File: src/rtl/core/outlier_gated_moving_average_unit_defines.svh
// ============================================================================
// Outlier-gated moving average unit: assertion macros
// Shared concurrent assertion forms for the unit's checks.
// ============================================================================
`ifndef OUTLIER_GATED_MOVING_AVERAGE_UNIT_DEFINES_SVH
`define OUTLIER_GATED_MOVING_AVERAGE_UNIT_DEFINES_SVH

// same-cycle implication, disabled while reset is low
`define OGMA_ASSERT_NOW(label, clk, rst_n, ante, cons, msg) \
    label: assert property (@(posedge clk) disable iff (!rst_n) (ante) |-> (cons)) \
        else $error(msg);

// next-cycle implication, disabled while reset is low
`define OGMA_ASSERT_NEXT(label, clk, rst_n, ante, cons, msg) \
    label: assert property (@(posedge clk) disable iff (!rst_n) (ante) |=> (cons)) \
        else $error(msg);

`endif

File: src/rtl/core/ogma_pkg.sv
// ============================================================================
// ogma_pkg
// Fixed widths, reset values and helpers of the outlier-gated moving average.
// ============================================================================
package ogma_pkg;

    // fixed field widths
    localparam int ANGLE_W = 16;
    localparam int CHAN_IN_W = 2;

    typedef logic [ANGLE_W-1:0] t_angle;
    typedef logic [CHAN_IN_W-1:0] t_chan;
    typedef logic [ANGLE_W:0] t_mag;

    // threshold after reset
    localparam t_angle MAX_CHANGE_RST = 16'd500;

    // magnitude of the wrapped signed 16-bit difference a - b, 0..32768
    function automatic t_mag wrapped_mag(input t_angle a, input t_angle b);
        t_angle diff;
        diff = a - b;
        if (diff[ANGLE_W-1]) begin
            return 17'h10000 - {1'b0, diff};
        end
        return {1'b0, diff};
    endfunction

endpackage

File: src/rtl/core/ogma_ram.sv
// ============================================================================
// ogma_ram
// Simple dual-port synchronous RAM, one write and one registered read port.
// ============================================================================
module ogma_ram #(
    parameter int WIDTH = 16,
    parameter int DEPTH = 32
) (
    input  logic                                      i_clk,
    input  logic                                      i_we,
    input  logic [((DEPTH > 1) ? $clog2(DEPTH) : 1)-1:0] i_waddr,
    input  logic [WIDTH-1:0]                          i_wdata,
    input  logic                                      i_re,
    input  logic [((DEPTH > 1) ? $clog2(DEPTH) : 1)-1:0] i_raddr,
    output logic [WIDTH-1:0]                          o_rdata
);

    logic [WIDTH-1:0] r_mem [DEPTH];
    logic [WIDTH-1:0] r_rdata;

    // write port and read-first registered read port
    always_ff @(posedge i_clk) begin
        if (i_we) begin
            r_mem[i_waddr] <= i_wdata;
        end
        if (i_re) begin
            r_rdata <= r_mem[i_raddr];
        end
    end

    assign o_rdata = r_rdata;

endmodule

File: src/rtl/core/outlier_gated_moving_average_unit.sv
// ============================================================================
// Outlier-gated moving average unit
// Per-channel outlier rejection followed by a sliding-window mean.
// ============================================================================
// Each request carries a channel and a raw angle. A sample whose wrapped jump
// from the channel's last good value exceeds max_change (and whose last good
// value is nonzero) is replaced by that last good value and flagged rejected;
// the chosen value enters the channel's window of WINDOW samples and the
// result is the truncated window mean. Channels at or above CHANNELS leave the
// state alone and return a zero mean. The unit takes one request per cycle
// sustained, back to back on any channel, while results are taken; the
// state and window RAM reads are issued at the accepting edge, the outlier
// test and running sum update with write-back act on their data, and the
// mean is a reciprocal multiply split into two partial products in stage 3
// and their sum in the output register. A result waiting at the output
// does not block the next request while the pipeline has room. State is
// empty right after reset, with no clearing pass: per channel valid bits and
// window fill flags stand for the cleared contents. max_change may only be
// written while no request is in flight.
module outlier_gated_moving_average_unit
    import ogma_pkg::*;
#(
    parameter int WINDOW   = 8,
    parameter int CHANNELS = 4
) (
    input  logic          i_clk,
    input  logic          i_rst_n,
    // sample requests
    input  logic          i_valid,
    output logic          o_ready,
    input  logic [1:0]    i_channel,
    input  logic [15:0]   i_raw_angle,
    // filtered results
    output logic          o_valid,
    input  logic          i_ready,
    output logic [1:0]    o_out_channel,
    output logic [15:0]   o_filtered_angle,
    output logic          o_rejected,
    // threshold register
    input  logic          i_cfg_we,
    input  logic [15:0]   i_cfg_wdata
);

    // derived sizes
    localparam int POS_W  = (WINDOW > 1) ? $clog2(WINDOW) : 1;
    localparam int CH_W   = (CHANNELS > 1) ? $clog2(CHANNELS) : 1;
    localparam int LOG_W  = $clog2(WINDOW);
    localparam int SUM_W  = ANGLE_W + LOG_W;
    localparam int CS_W   = ANGLE_W + SUM_W;
    localparam int WDEPTH = CHANNELS * WINDOW;
    localparam int WA_W   = (WDEPTH > 1) ? $clog2(WDEPTH) : 1;

    // exact floor division by WINDOW through a rounded-up reciprocal
    localparam int SHIFT  = SUM_W + LOG_W;
    localparam int M_W    = SUM_W + 1;
    localparam logic [63:0] RECIP64 =
        ((64'd1 << SHIFT) + 64'(WINDOW) - 64'd1) / 64'(WINDOW);
    localparam logic [M_W-1:0] RECIP = RECIP64[M_W-1:0];
    localparam int H      = SUM_W / 2;
    localparam int LO_P   = H + M_W;
    localparam int HI_P   = (SUM_W - H) + M_W;
    localparam int TOT_W  = SUM_W + M_W;

    localparam logic [POS_W-1:0] POS_LAST = POS_W'(WINDOW - 1);
    localparam logic [4:0]       NCH      = 5'(CHANNELS);

    // threshold register
    t_angle r_max_change;

    // per-channel write position and fill flag
    logic [POS_W-1:0] r_pos  [CHANNELS];
    logic             r_wrap [CHANNELS];
    logic [CHANNELS-1:0] r_cs_valid;

    // stage 1: ram data arriving
    logic             r_s1_valid;
    t_chan            r_s1_chan;
    logic             r_s1_good;
    logic [CH_W-1:0]  r_s1_idx;
    t_angle           r_s1_sample;
    logic             r_s1_wrap;
    logic [WA_W-1:0]  r_s1_waddr;

    // stage 2: updated sum
    logic             r_s2_valid;
    t_chan            r_s2_chan;
    logic             r_s2_rej;
    logic [SUM_W-1:0] r_s2_sum;

    // stage 3: partial products
    logic             r_s3_valid;
    t_chan            r_s3_chan;
    logic             r_s3_rej;
    logic [LO_P-1:0]  r_s3_plo;
    logic [HI_P-1:0]  r_s3_phi;

    // output register
    logic             r_o_valid;
    t_chan            r_o_chan;
    logic             r_o_rej;
    t_angle           r_o_mean;

    // last write, forwarded to the following read
    logic             r_fw_valid;
    logic [CH_W-1:0]  r_fw_idx;
    t_angle           r_fw_lg;
    logic [SUM_W-1:0] r_fw_sum;
    logic [WA_W-1:0]  r_fw_waddr;
    t_angle           r_fw_wdata;

    logic             rdy_o, rdy3, rdy2, rdy1;
    logic             acc, s1_fire;
    logic             in_good;
    logic [CH_W-1:0]  in_idx;
    logic [POS_W-1:0] in_pos;
    logic [WA_W-1:0]  in_waddr;

    logic [CS_W-1:0]  cs_rdata, cs_wdata;
    t_angle           win_rdata;

    t_angle           s1_lg;
    logic [SUM_W-1:0] s1_sum;
    t_angle           s1_old;
    logic             s1_rej;
    t_angle           n_lg;
    t_angle           s1_chosen;
    logic [SUM_W-1:0] n_sum;

    logic [TOT_W-1:0] s3_total;

    // stall chain, each stage moves when the one after it has room
    assign rdy_o   = !r_o_valid || i_ready;
    assign rdy3    = !r_s3_valid || rdy_o;
    assign rdy2    = !r_s2_valid || rdy3;
    assign rdy1    = !r_s1_valid || rdy2;
    assign o_ready = rdy1;
    assign acc     = i_valid && rdy1;
    assign s1_fire = r_s1_valid && rdy2;

    // request decode and window address
    assign in_good  = {3'b000, i_channel} < NCH;
    assign in_idx   = CH_W'(i_channel);
    assign in_pos   = in_good ? r_pos[in_idx] : '0;
    assign in_waddr = WA_W'(in_idx) * WA_W'(WINDOW) + WA_W'(in_pos);

    // threshold register
    always_ff @(posedge i_clk) begin
        if (!i_rst_n) begin
            r_max_change <= MAX_CHANGE_RST;
        end else if (i_cfg_we) begin
            r_max_change <= i_cfg_wdata;
        end
    end

    // write position advances as the request is taken
    always_ff @(posedge i_clk) begin
        if (!i_rst_n) begin
            for (int c = 0; c < CHANNELS; c++) begin
                r_pos[c]  <= '0;
                r_wrap[c] <= 1'b0;
            end
        end else if (acc && in_good) begin
            if (in_pos == POS_LAST) begin
                r_pos[in_idx]  <= '0;
                r_wrap[in_idx] <= 1'b1;
            end else begin
                r_pos[in_idx] <= in_pos + 1'b1;
            end
        end
    end

    // channel state ram: last good value and running sum
    ogma_ram #(
        .WIDTH (CS_W),
        .DEPTH (CHANNELS)
    ) u_state_ram (
        .i_clk   (i_clk),
        .i_we    (s1_fire && r_s1_good),
        .i_waddr (r_s1_idx),
        .i_wdata (cs_wdata),
        .i_re    (acc),
        .i_raddr (in_idx),
        .o_rdata (cs_rdata)
    );

    // window ram, WINDOW slots per channel
    ogma_ram #(
        .WIDTH (ANGLE_W),
        .DEPTH (WDEPTH)
    ) u_window_ram (
        .i_clk   (i_clk),
        .i_we    (s1_fire && r_s1_good),
        .i_waddr (r_s1_waddr),
        .i_wdata (s1_chosen),
        .i_re    (acc),
        .i_raddr (in_waddr),
        .o_rdata (win_rdata)
    );

    // stage 1 registers
    always_ff @(posedge i_clk) begin
        if (!i_rst_n) begin
            r_s1_valid <= 1'b0;
        end else if (rdy1) begin
            r_s1_valid <= i_valid;
        end
    end

    always_ff @(posedge i_clk) begin
        if (acc) begin
            r_s1_chan   <= i_channel;
            r_s1_good   <= in_good;
            r_s1_idx    <= in_idx;
            r_s1_sample <= i_raw_angle;
            r_s1_wrap   <= in_good ? r_wrap[in_idx] : 1'b0;
            r_s1_waddr  <= in_waddr;
        end
    end

    // read data with forwarding from the latest write, empty entries read zero
    always_comb begin
        if (r_fw_valid && r_fw_idx == r_s1_idx) begin
            s1_lg  = r_fw_lg;
            s1_sum = r_fw_sum;
        end else if (r_cs_valid[r_s1_idx]) begin
            s1_lg  = cs_rdata[CS_W-1:SUM_W];
            s1_sum = cs_rdata[SUM_W-1:0];
        end else begin
            s1_lg  = '0;
            s1_sum = '0;
        end
        if (r_fw_valid && r_fw_waddr == r_s1_waddr) begin
            s1_old = r_fw_wdata;
        end else if (r_s1_wrap) begin
            s1_old = win_rdata;
        end else begin
            s1_old = '0;
        end
    end

    // outlier test and running sum update
    assign s1_rej    = (wrapped_mag(r_s1_sample, s1_lg) > {1'b0, r_max_change})
                       && (s1_lg != '0);
    assign s1_chosen = s1_rej ? s1_lg : r_s1_sample;
    assign n_lg      = s1_chosen;
    assign n_sum     = s1_sum - SUM_W'(s1_old) + SUM_W'(s1_chosen);
    assign cs_wdata  = {n_lg, n_sum};

    // entry valid bits and forwarding register
    always_ff @(posedge i_clk) begin
        if (!i_rst_n) begin
            r_cs_valid <= '0;
            r_fw_valid <= 1'b0;
        end else if (s1_fire && r_s1_good) begin
            r_cs_valid[r_s1_idx] <= 1'b1;
            r_fw_valid           <= 1'b1;
        end
    end

    always_ff @(posedge i_clk) begin
        if (s1_fire && r_s1_good) begin
            r_fw_idx   <= r_s1_idx;
            r_fw_lg    <= n_lg;
            r_fw_sum   <= n_sum;
            r_fw_waddr <= r_s1_waddr;
            r_fw_wdata <= s1_chosen;
        end
    end

    // stage 2 registers
    always_ff @(posedge i_clk) begin
        if (!i_rst_n) begin
            r_s2_valid <= 1'b0;
        end else if (rdy2) begin
            r_s2_valid <= r_s1_valid;
        end
    end

    always_ff @(posedge i_clk) begin
        if (s1_fire) begin
            r_s2_chan <= r_s1_chan;
            r_s2_rej  <= r_s1_good && s1_rej;
            r_s2_sum  <= r_s1_good ? n_sum : '0;
        end
    end

    // stage 3: reciprocal multiply in two partial products
    always_ff @(posedge i_clk) begin
        if (!i_rst_n) begin
            r_s3_valid <= 1'b0;
        end else if (rdy3) begin
            r_s3_valid <= r_s2_valid;
        end
    end

    always_ff @(posedge i_clk) begin
        if (rdy3 && r_s2_valid) begin
            r_s3_chan <= r_s2_chan;
            r_s3_rej  <= r_s2_rej;
            r_s3_plo  <= LO_P'(r_s2_sum[H-1:0]) * LO_P'(RECIP);
            r_s3_phi  <= HI_P'(r_s2_sum[SUM_W-1:H]) * HI_P'(RECIP);
        end
    end

    // combine partial products and drop the fraction
    assign s3_total = (TOT_W'(r_s3_phi) << H) + TOT_W'(r_s3_plo);

    // output register
    always_ff @(posedge i_clk) begin
        if (!i_rst_n) begin
            r_o_valid <= 1'b0;
        end else if (rdy_o) begin
            r_o_valid <= r_s3_valid;
        end
    end

    always_ff @(posedge i_clk) begin
        if (rdy_o && r_s3_valid) begin
            r_o_chan <= r_s3_chan;
            r_o_rej  <= r_s3_rej;
            r_o_mean <= s3_total[SHIFT +: ANGLE_W];
        end
    end

    assign o_valid          = r_o_valid;
    assign o_out_channel    = r_o_chan;
    assign o_filtered_angle = r_o_mean;
    assign o_rejected       = r_o_rej;

    // checks
`include "outlier_gated_moving_average_unit_defines.svh"

    `OGMA_ASSERT_NOW(a_accept_has_room, i_clk, i_rst_n, i_valid && o_ready, !r_s1_valid || s1_fire, "request taken while stage 1 holds an item")
    `OGMA_ASSERT_NEXT(a_s1_moves_on, i_clk, i_rst_n, s1_fire, r_s2_valid, "stage 1 item lost on its way to stage 2")
    `OGMA_ASSERT_NOW(a_bad_chan_zero, i_clk, i_rst_n, o_valid && ({3'b000, o_out_channel} >= NCH), (o_filtered_angle == '0) && !o_rejected, "result for an unused channel is not zero")

endmodule
File: config.mk
export PLATFORM = sky130hd
export DESIGN_NAME = outlier_gated_moving_average_unit
export DESIGN_NICKNAME = d
export VERILOG_FILES = /design/src/rtl/core/ogma_pkg.sv /design/src/rtl/core/ogma_ram.sv /design/src/rtl/core/outlier_gated_moving_average_unit.sv
export VERILOG_INCLUDE_DIRS = /design/src /design/src/rtl/core
export SDC_FILE = /design/constraint.sdc
export NUM_CORES = 1
export LEC_CHECK = 0
export ABC_AREA = 0
export BUFFER_PORTS_ARGS = -buffer_cell sky130_fd_sc_hd__buf_2
export CORE_ASPECT_RATIO = 2
export CORE_MARGIN = 1
export CORE_UTILIZATION = 40
export CTS_BUF_LIST = sky130_fd_sc_hd__clkbuf_4
export CTS_CLUSTER_SIZE = 14
export DETAILED_ROUTE_END_ITERATION = 16
export HOLD_SLACK_MARGIN = 0.15
export SETUP_SLACK_MARGIN = 0.05
export SLEW_MARGIN = 20
export SYNTH_ARGS = -nofsm -noshare
export SYNTH_HDL_FRONTEND = slang
export SYNTH_SLANG_ARGS = --single-unit
File: constraint.sdc
create_clock -name i_clk -period 14.32 [get_ports i_clk]
set_input_delay 0.716 -clock i_clk [delete_from_list [all_inputs] [get_ports i_clk]]
set_output_delay 0.716 -clock i_clk [all_outputs]
set_load 0.05 [all_outputs]
==> reports/metrics.cfg <==
[timing]
fin_skew_ns=0.0595
hold_viol_final=0
setup-tns-final_ns=0
drv_slew=0
rsz0062_at_grt=false
fmax_ghz=0.0894
finalSetupViolations=0
post-route-min-period_ns=11.18
worst_pin_slew_ns=1.03
period_share_pct=78.1
max_slew_margin_pct=31.6

[worst_hold_path]
hold_path.class=in2reg

[cts]
clk_pin_slew_ns=0.07
cts_sinks=845
cts_hold_buffers=48
root_buffer=clkbuf_4
post_cts_resized=0
cts_buffers=181
htreeDepth=4
cts_tree=yes
cts_buffer_depth=3
cts_setup_buffers=0
worst_skew_pair.late_latency_ns=1.00

[placed_design]
gp_congestion=0.895
dpl_cell_area_um2=36300
dp_cells=2858
hpwl_mm=52.2
port_buffers=59

[cells_and_area]
layout.nets=2126
nFillCells=7083
final_cells=3240
area_delta_synth_final_pct=13.9
design_area_um2=39100
drive_gt1_share_pct=30.2
final_util_pct=46.1

[synthesis]
yosys.area_share.simple_pct=3.24
synth_edf_count=817
avgSynthCellArea_um2=19.7
synth_xor_area_share_pct=1.45
synth.most_common_cell=edfxtp_1
synth_fp_nets=1852
yosys.area.top_type_share_pct=71.4
yosysWarnings=0
synth_top_family_by_area=multiplexers
ys_top_cells_by_area=edfxtp_1 71%, mux4_2 13%, ha_1 1.8%, dfxtp_1 1.6%, nor2_1 0.98%
synth_fa_ha_area_share_pct=2.75
synth_compound_area_share_pct=3.45
async_reset_ff_share_pct=0
synthMuxAreaShare_pct=14.6
synth-seq-cells=845
yosysSeqAreaShare_pct=73.1
yosysUniqueCellTypes=63
synth_area_um2=34300
yosysTopAreaCell=edfxtp_1
netlist_top_cells_count=817 x edfxtp_1, 200 x mux4_2, 90 x nor2_1, 60 x inv_1, 60 x nand2_1
synth-main-ff-cell=edfxtp_1
syn_inst=1747

[floorplanning]
io_pins=60
core_area_um2=84800
die-area_um2=87100
row_count=151
start_util_pct=40.5
die_w_um=209
die_h_um=416

[pwr]
vdd_drop_max_mv=0.0787
power.static_leakage_nw=13.0
powerDensity_nw_per_um2=160
fin_total_pwr_mw=6.25

[setup_path]
endpoint=u_state_ram.r_mem[1][16]
cp_top_family=compound AO/OA/AOI/OAI gates
cp-startpoint=r_s1_idx[0]
startpoint_type=register
path_class=reg2reg
critPathCaptureType=register
cp_data_required_time_ns=15.03
crit_path_frequent_cell=o21a_1
cp.depth=46
reg2reg_setup_slack_ns=3.14
r2r_start=r_s1_idx[0]
worst-path-buf-inv=5
slowest_delay_ns=0.69
worstReg2RegEnd=u_state_ram.r_mem[1][16]
timing.critical_path.fanout_max=34
reg2reg_depth=46
cp_slowest_cell=edfxtp_1
arrival_ns=11.89

[global_route]
overflow=0
grtUsageTotal_pct=19.0
grt_pass1_wl_mm=120
antenna_found_initial=3
grt_max_degree=97
first_global_vias=19100

[drt]
wl_per_cell_um=24.8
drtPass1Iterations=8
ant_nets=0
vias=17400
via_per_inst=5.37
drt_wl_total_mm=80.3
drt_iter0_markers=1062
drc=0

[run]
maxCapViolCount=0

[outcome]
status=complete, no violations

[where the power goes]
group,internal [mW],switching [mW],total [mW],leakage [nW]
Combinational,0.438,0.777,1.22,3.89
Clock,0.865,0.921,1.79,1.35
Sequential,3.20,0.0552,3.25,7.74
[cells in the final DEF, fill, tap and decap left out, types with 50 or more instances in the layout]
| master | netlist | layout |
|---|---|---|
| mux4_2 | 200 | 198 |
| clkbuf_4 | 0 | 254 |
| buf_2 | 0 | 58 |
| ha_1 | 50 | 50 |
| edfxtp_1 | 817 | 817 |
| clkinv_1 | 0 | 54 |
| nand2_1 | 60 | 60 |
| inv_1 | 60 | 58 |
| nor2_1 | 90 | 89 |
| buf_4 | 1 | 55 |
[metal layers]
layer | wire length [µm] | share of wire [%] | track usage [%]
met1 | 25900 | 32 | 17.6
met2 | 47700 | 59 | 38.2
met3 | 2630 | 3.3 | 3.22
met4 | 4020 | 5.0 | 10.5
met5 | 0 | 0 | 0
[sequential cells by signal, indices dropped and copies added, names as in the netlist, 12 cells and up]
register              cells
r_pos                    12
r_max_change             16
u_state_ram.r_mem       140
u_state_ram.o_rdata      35
r_fw_wdata               16
r_s2_sum                 19
o_filtered_angle         16
u_window_ram.r_mem      512
u_window_ram.o_rdata     16
r_s1_sample              16
[logic make-up after synthesis]
group	Yosys count
flops	845
mux	246
simple gates	240
compound gates	163
buf+inv	135
fa+ha+maj	66
xor+xnor	52
[worst min path at each step]
stage,startpoint,to,depth (start not counted)
2_1_floorplan,r_s3_plo[22],o_filtered_angle[0],0
3_3_place_gp,r_s2_rej,r_s3_rej,0
3_5_place_dp,r_s3_plo[22],o_filtered_angle[0],0
4_1_cts,i_cfg_we,r_max_change[9],3
5_1_grt,i_cfg_we,r_max_change[9],3
6_report,i_cfg_we,r_max_change[9],3
[area by class of cell]
type,instances,area [µm²],area share [%]
antenna,3,7.51,0.0192
clock buffer,254,1910,4.87
clock inverter,74,385,0.985
inverter,60,226,0.579
multi-input combinational,767,8860,22.7
sequential,845,25100,64.2
tap,1071,1340,3.43
timing repair buffer,166,1290,3.31
[worst min-delay path, stage by stage]
cell and delay [ns]:
buf_2 0.26, mux2i_1 0.18, nor2b_1 0.10
[metrics by stage]
stage               hold slack [ns]  setup WS [ns]
floorplan                     0.400           3.73
global placement              0.401           2.87
detailed placement            0.405           2.62
CTS                           0.178           2.59
global route                  0.240           2.32
finish                        0.300           3.14
Note: power is estimated with default switching activity, not from simulation.
